File: src/assert_macros.svh
// Assertion macros used by the top-level RTL file.
`ifndef ASSERT_MACROS_SVH
`define ASSERT_MACROS_SVH

// Same-cycle implication, disabled while reset is asserted.
`define ASSERT_IMPLIES(label, clk, rst_n, ante, cons, msg) \
  label: assert property (@(posedge clk) disable iff (!rst_n) (ante) |-> (cons)) \
    else $error(msg);

// Next-cycle implication, disabled while reset is asserted.
`define ASSERT_NEXT(label, clk, rst_n, ante, cons, msg) \
  label: assert property (@(posedge clk) disable iff (!rst_n) (ante) |=> (cons)) \
    else $error(msg);

`endif

File: src/ukfq_pkg.sv
// Types and constants of the unique-key FIFO queue.
package ukfq_pkg;

  localparam int unsigned DEPTH = 16;
  localparam int unsigned CntW  = $clog2(DEPTH + 1);
  localparam int unsigned DataW = 32;

  typedef enum logic [1:0] {
    ST_OK    = 2'd0,
    ST_DUP   = 2'd1,
    ST_FULL  = 2'd2,
    ST_EMPTY = 2'd3
  } status_e;

  typedef enum logic {
    CMD_ENQ = 1'b0,
    CMD_DEQ = 1'b1
  } cmd_e;

  // Contents of one queue slot.
  typedef struct packed {
    logic             valid;
    logic [DataW-1:0] key;
    logic [DataW-1:0] value;
  } slot_t;

  // Per-cycle command broadcast to every cell.
  typedef struct packed {
    logic enq;
    logic deq;
  } cell_ctrl_t;

endpackage

File: src/ukfq_cell.sv
// One slot of the queue chain: holds an entry, matches keys, shifts toward the head.
module ukfq_cell (
  input  logic                         clk_i,
  input  logic                         rst_ni,
  input  ukfq_pkg::cell_ctrl_t         ctrl_i,
  input  logic [ukfq_pkg::DataW-1:0]   key_i,
  input  logic [ukfq_pkg::DataW-1:0]   value_i,
  input  logic                         prev_valid_i,
  input  ukfq_pkg::slot_t              next_slot_i,
  output ukfq_pkg::slot_t              slot_o,
  output logic                         hit_o
);
  import ukfq_pkg::*;

  logic             valid_q, valid_d;
  logic [DataW-1:0] key_q, key_d;
  logic [DataW-1:0] value_q, value_d;

  // Dequeue shifts the neighbor in; enqueue lands in the first free cell.
  always_comb begin
    priority if (ctrl_i.deq) begin
      valid_d = next_slot_i.valid;
      key_d   = next_slot_i.key;
      value_d = next_slot_i.value;
    end else if (ctrl_i.enq && !valid_q && prev_valid_i) begin
      valid_d = 1'b1;
      key_d   = key_i;
      value_d = value_i;
    end else begin
      valid_d = valid_q;
      key_d   = key_q;
      value_d = value_q;
    end
  end

  always_ff @(posedge clk_i or negedge rst_ni) begin
    if (!rst_ni) begin
      valid_q <= 1'b0;
    end else begin
      valid_q <= valid_d;
    end
  end

  always_ff @(posedge clk_i) begin
    key_q   <= key_d;
    value_q <= value_d;
  end

  assign slot_o = '{valid: valid_q, key: key_q, value: value_q};
  assign hit_o  = valid_q && (key_q == key_i);

endmodule

File: src/unique_key_fifo_queue_unit.sv
// Top level of the unique-key FIFO queue: cell chain, status logic, result register.
//
//  channel  | direction | handshake            | payload
//  ---------+-----------+----------------------+----------------------------------------
//  in       | input     | in_valid_i/in_stall_o | command_i, entry_key_i, entry_value_i
//  out      | output    | out_valid_o/out_stall_i | status_o, out_key_o, out_value_o,
//           |           |                      | occupancy_o, is_empty_o
//
// One transaction per cycle unless the input stalls: a command is resolved in the
// cycle it is accepted and its result shows in the result register on the next cycle.
// The duplicate check compares the key against all DEPTH cells at once.
// Reset empties the chain (valid bits only); slot payloads stay unreset.
// The input stalls only while a result waits and the output is stalled.
`include "assert_macros.svh"

module unique_key_fifo_queue_unit (
  input  logic                       clk_i,
  input  logic                       rst_ni,
  input  logic                       in_valid_i,
  output logic                       in_stall_o,
  input  logic                       command_i,
  input  logic signed [31:0]         entry_key_i,
  input  logic signed [31:0]         entry_value_i,
  output logic                       out_valid_o,
  input  logic                       out_stall_i,
  output ukfq_pkg::status_e          status_o,
  output logic signed [31:0]         out_key_o,
  output logic signed [31:0]         out_value_o,
  output logic [ukfq_pkg::CntW-1:0]  occupancy_o,
  output logic                       is_empty_o
);
  import ukfq_pkg::*;

  // Chain state: cell 0 holds the oldest entry, entries are packed from cell 0.
  slot_t             slot   [DEPTH];
  logic [DEPTH-1:0]  valid_vec;
  logic [DEPTH-1:0]  hit_vec;
  cell_ctrl_t        ctrl;

  logic              in_acc;
  logic              is_deq;
  logic              full;
  logic              empty;
  logic              dup;
  status_e           status_d;

  logic [CntW-1:0]   count_q, count_d;

  logic              out_valid_q;
  status_e           status_q;
  logic [DataW-1:0]  out_key_q, out_value_q;
  logic [CntW-1:0]   occ_q;
  logic              is_empty_q;

  // Accept whenever the result register is free or drains this cycle.
  assign in_stall_o = out_valid_q && out_stall_i;
  assign in_acc     = in_valid_i && !in_stall_o;
  assign is_deq     = (command_i == CMD_DEQ);

  assign full  = valid_vec[DEPTH-1];
  assign empty = !valid_vec[0];
  assign dup   = |hit_vec;

  // Full check wins over the duplicate check.
  always_comb begin
    if (is_deq) begin
      status_d = empty ? ST_EMPTY : ST_OK;
    end else begin
      priority if (full) status_d = ST_FULL;
      else if (dup)      status_d = ST_DUP;
      else               status_d = ST_OK;
    end
  end

  assign ctrl.enq = in_acc && !is_deq && (status_d == ST_OK);
  assign ctrl.deq = in_acc && is_deq && (status_d == ST_OK);

  genvar gi;
  generate
    for (gi = 0; gi < DEPTH; gi++) begin : g_cell
      logic  prev_valid;
      slot_t next_slot;

      if (gi == 0) begin : g_head
        assign prev_valid = 1'b1;
      end else begin : g_mid
        assign prev_valid = slot[gi-1].valid;
      end

      if (gi == DEPTH - 1) begin : g_tail
        assign next_slot = '0;
      end else begin : g_body
        assign next_slot = slot[gi+1];
      end

      ukfq_cell u_cell (
        .clk_i        (clk_i),
        .rst_ni       (rst_ni),
        .ctrl_i       (ctrl),
        .key_i        (entry_key_i),
        .value_i      (entry_value_i),
        .prev_valid_i (prev_valid),
        .next_slot_i  (next_slot),
        .slot_o       (slot[gi]),
        .hit_o        (hit_vec[gi])
      );

      assign valid_vec[gi] = slot[gi].valid;
    end
  endgenerate

  // Occupancy counter kept beside the chain for the result fields.
  always_comb begin
    count_d = count_q;
    if (ctrl.enq) count_d = count_q + 1'b1;
    if (ctrl.deq) count_d = count_q - 1'b1;
  end

  always_ff @(posedge clk_i or negedge rst_ni) begin
    if (!rst_ni) begin
      count_q     <= '0;
      out_valid_q <= 1'b0;
    end else begin
      count_q <= count_d;
      if (in_acc) begin
        out_valid_q <= 1'b1;
      end else if (!out_stall_i) begin
        out_valid_q <= 1'b0;
      end
    end
  end

  // Result payload; head cell data only on a successful dequeue.
  always_ff @(posedge clk_i) begin
    if (in_acc) begin
      status_q    <= status_d;
      out_key_q   <= ctrl.deq ? slot[0].key   : '0;
      out_value_q <= ctrl.deq ? slot[0].value : '0;
      occ_q       <= count_d;
      is_empty_q  <= (count_d == '0);
    end
  end

  assign out_valid_o = out_valid_q;
  assign status_o    = status_q;
  assign out_key_o   = out_key_q;
  assign out_value_o = out_value_q;
  assign occupancy_o = occ_q;
  assign is_empty_o  = is_empty_q;

  // Counter agrees with the number of occupied cells.
  `ASSERT_IMPLIES(a_count_matches, clk_i, rst_ni, 1'b1,
                  count_q == CntW'($countones(valid_vec)), "count out of sync with cells")
  // Occupied cells form an unbroken run starting at the head.
  `ASSERT_IMPLIES(a_packed_chain, clk_i, rst_ni, 1'b1,
                  (valid_vec & (valid_vec + 1'b1)) == '0, "gap in cell chain")
  // A successful enqueue grows the queue by exactly one.
  `ASSERT_NEXT(a_enq_grows, clk_i, rst_ni, ctrl.enq,
               count_q == $past(count_q) + 1'b1, "enqueue did not advance count")

endmodule
File: config.mk
export PLATFORM = sky130hd
export DESIGN_NAME = unique_key_fifo_queue_unit
export DESIGN_NICKNAME = d
export VERILOG_FILES = /design/src/ukfq_pkg.sv /design/src/ukfq_cell.sv /design/src/unique_key_fifo_queue_unit.sv
export VERILOG_INCLUDE_DIRS = /design/src /design/src/src
export SDC_FILE = /design/constraint.sdc
export NUM_CORES = 2
export LEC_CHECK = 0
export BUFFER_PORTS_ARGS = -buffer_cell sky130_fd_sc_hd__buf_2
export CORE_UTILIZATION = 54
export DETAILED_ROUTE_END_ITERATION = 8
export MAX_ROUTING_LAYER = met4
export PLACE_DENSITY = 0.71
export SLEW_MARGIN = 20
export SYNTH_ARGS = -nofsm -noshare
export SYNTH_HDL_FRONTEND = slang
export SYNTH_SLANG_ARGS = --single-unit
File: constraint.sdc
create_clock -name clk_i -period 25.7 [get_ports clk_i]
set_input_delay 2.57 -clock clk_i [delete_from_list [all_inputs] [get_ports clk_i]]
set_output_delay 2.57 -clock clk_i [all_outputs]
set_load 0.02 [all_outputs]
==> impl_metrics.tcl <==
set metrics [dict create \
    unrepaired_setup_endpoints_after_global_routing "false" \
    ant_nets 0 \
    count_of_max_cap_constraint_violations 0 \
    cp_cell_instances "buf_2, xor2_1, nor4_1, nand4_1, or4_1, nand4_1, nor4_4, nand2_2, o21ai_4, buf_4" \
    comb_power_share 0.176 \
    cts-root-buf "clkbuf_16" \
    finalSetupViolations 0 \
    core_mm2 0.0922 \
    cts_setup_buffers 0 \
    grt_first_pass_wirelength_um 199000 \
    post-route-period-util 0.266 \
    seq_power_share 0.497 \
    critical-path-top-cell-by-count "nand4_1" \
    timing.critical_path.required_ps 26010 \
    timing.final.max_slew_violations 0 \
    grt_usage 0.297 \
    synthCells 3618 \
    gp_routability_congestion 0.981 \
    grt_max_degree 242 \
    seq_area_frac_synth 0.650 \
    dp_hpwl_um 93400 \
    final_cell_area_mm2 0.0555 \
    fmaxAchievable_mhz 146 \
    post_route_cells_drive_above_1_share 0.107 \
    initialDrtViolationCount 3278 \
    cts_sinks 1118 \
    power.density_cell_area_mw_per_mm2 91.2 \
    tns_ps 0 \
    power.clock.fraction 0.327 \
    rows 111 \
    area_growth_syn_to_fin_pct 9.85 \
    placed_cell_area_mm2 0.0517 \
    number_of_nets_in_the_layout 3665 \
    layout.cells.most_common "edfxtp_1" \
    cp-end-kind "flop" \
    post_cts_resize_count 0 \
    vias_in_the_first_global_route 29700 \
    startpoint_types "primary input" \
    drc_errors 0 \
    crit_slowest_cell "o21ai_4" \
    synth_enable_flop_cells 1032 \
    timing.critical_path.slowest_cell_delay_ps 930 \
    starting_density 0.548 \
    switching_share 0.287 \
    clock_insertion_delay_worst_skew_ps 710 \
    design.portCount 143 \
    syn-num-nets 3689 \
    final-hold-violation-count 0 \
    synth-async-reset-ratio 0.0197 \
    detail_route.wirelength_um 136000 \
    total_power_w 0.00506 \
    leakage_nw 23.4 \
    die_h_um 308 \
    timing.max_slew.rel_slack 0.222 \
    die_w_um 308 \
    layout.cells.most_common_list "1032 x edfxtp_1, 960 x a21o_1, 240 x xor2_1, 240 x xnor2_1, 142 x buf_2" \
    primary_flip_flop_cell_chosen_by_synthesis_mapping "edfxtp_1" \
    syn_area_per_cell_um2 14.0 \
    post-route-min-period_ps 6840 \
    vdd_ir_drop_max_uv 72.0 \
    first_pass_iters 6 \
    post_drt_via_cell_ratio 6.07 \
    tritoncts "built" \
    finish.utilization 0.602 \
    cts_max_level 3 \
    critPathTopFamily "simple AND/OR/NAND/NOR gates" \
    timing_worst_slew_pin_value_ps 1170 \
    final.setup_skew_ps 44.6 \
    hold_path_depth 2 \
    type_of_the_worst_setup_path "in2reg" \
    synth_largest_area_cell "edfxtp_1" \
    power.internal_w 0.00361 \
    grt_antenna_before_repair 4 \
    outcome "finished clean" \
    dieArea_mm2 0.0948 \
    cell_depth_of_the_worst_flop_to_flop_path 7 \
    postCtsHoldBufs 0 \
    synth_top_area_frac 0.614 \
    gr-total-overflow 0 \
    timing.critical_path.buf_inv 2 \
    crit_fanout 45 \
    synth_area_mm2 0.0505 \
    num_cts_buffers 114 \
    timing.hold.ws_ps 495 \
    yosysWarnings 0 \
    numPortBuffers 142 \
    cts.clk_slew.worst_paths_ps 60 \
    wl_per_cell_um 27.5 \
    critical_path_depth 10 \
    worst-endpoint-arrival_ps 7160 \
    synthTopCellsByArea "edfxtp_1 61%, a21o_1 14%, xnor2_1 4.2%" \
    route.vias.total 30000 \
    ys_types 57 \
    netSwitchingPower_w 0.00145 \
    clockBufferDepth 3 \
    min_path_type "reg2reg" \
    ys_ff_latch 1118 \
    ff2ff_setup_slack_ps 20730 \
]
## cell type report
cell class / instances / area, µm²
well taps: 1243 / 1560
diodes: 2 / 5.00
clock buffers: 160 / 3160
clock inverters: 56 / 587
repair buffers: 194 / 1130
flip-flops and latches: 1118 / 32800
fillers: 7183 / 36700
inverters: 6 / 22.5
multi-input cells: 2160 / 16200
## cells by family after synthesis
family	share of synthesized area
and+or+nand+nor	0.0701
xor gates and xnor gates	0.0842
buffers and inverters	0.0331
adders and majority gates	0.000495
muxes	0.0131
DFF	0.650
AOI/OAI and AO/OA	0.149
## layer usage
layer  routed length (µm)  vias up  GRT usage
met5                    0        -          -
met2                64000     1190      0.461
met1                58200    15200      0.404
met3                 8410      243     0.0334
met4                 5250        0      0.112
li1                     -    13400          -
## cells in the mapped netlist, types with 14 or more instances
library cell,instances
edfxtp_1,1032
a21o_1,960
clkbuf_1,260
xnor2_1,240
xor2_1,240
nor4_1,120
nand4_1,96
nor2_1,81
and2_1,66
mux2i_1,65
and2_0,64
dfxtp_1,64
nand2_1,43
nand3_1,30
buf_4,29
buf_6,23
dfrtp_1,22
nor3_1,18
nand2b_1,17
buf_2,15
nand4b_1,14
## flip-flops by register name (all words and copies together) (netlist names)
| register | count |
|---|---|
| count_q | 5 |
| g_cell.u_cell.key_q | 512 |
| g_cell.u_cell.valid_q | 16 |
| g_cell.u_cell.value_q | 512 |
| is_empty_o | 1 |
| occupancy_o | 5 |
| out_key_o | 32 |
| out_valid_o | 1 |
| out_value_o | 32 |
| status_o | 2 |
## final timing paths
path                                                from                       endpoint
min in group asynchronous                         rst_ni                    out_valid_o
min reg2reg                g_cell[15].u_cell.value_q[26]  g_cell[15].u_cell.value_q[26]
max in group asynchronous                         rst_ni      g_cell[11].u_cell.valid_q
max                                       entry_key_i[7]     g_cell[2].u_cell.key_q[11]
max reg2reg                                  out_valid_o     g_cell[8].u_cell.key_q[21]
min                        g_cell[15].u_cell.value_q[26]  g_cell[15].u_cell.value_q[26]
## power groups by stage
stage	sequential, W	combinational, W	clock, W
floorplan	0.00254	0.000591	0
global placement	0.00254	0.000876	0
CTS	0.00251	0.000891	0.00168
global route	0.00254	0.000954	0.00175
detailed placement	0.00255	0.000883	0
finish	0.00252	0.000890	0.00166
## per-stage QoR
step	worst slack, ps	std cells
floorplan	13600	3618
global placement	18240	4721
detailed placement	18250	4721
CTS	18990	4937
global route	18790	4938
finish	18860	4939
## tightest hold or removal path: stages (launching register included)
cell,delay (ps)
dfxtp_1,320
mux2i_1,70
nor2_1,70
No activity file was read; power rests on OpenSTA's default activity.
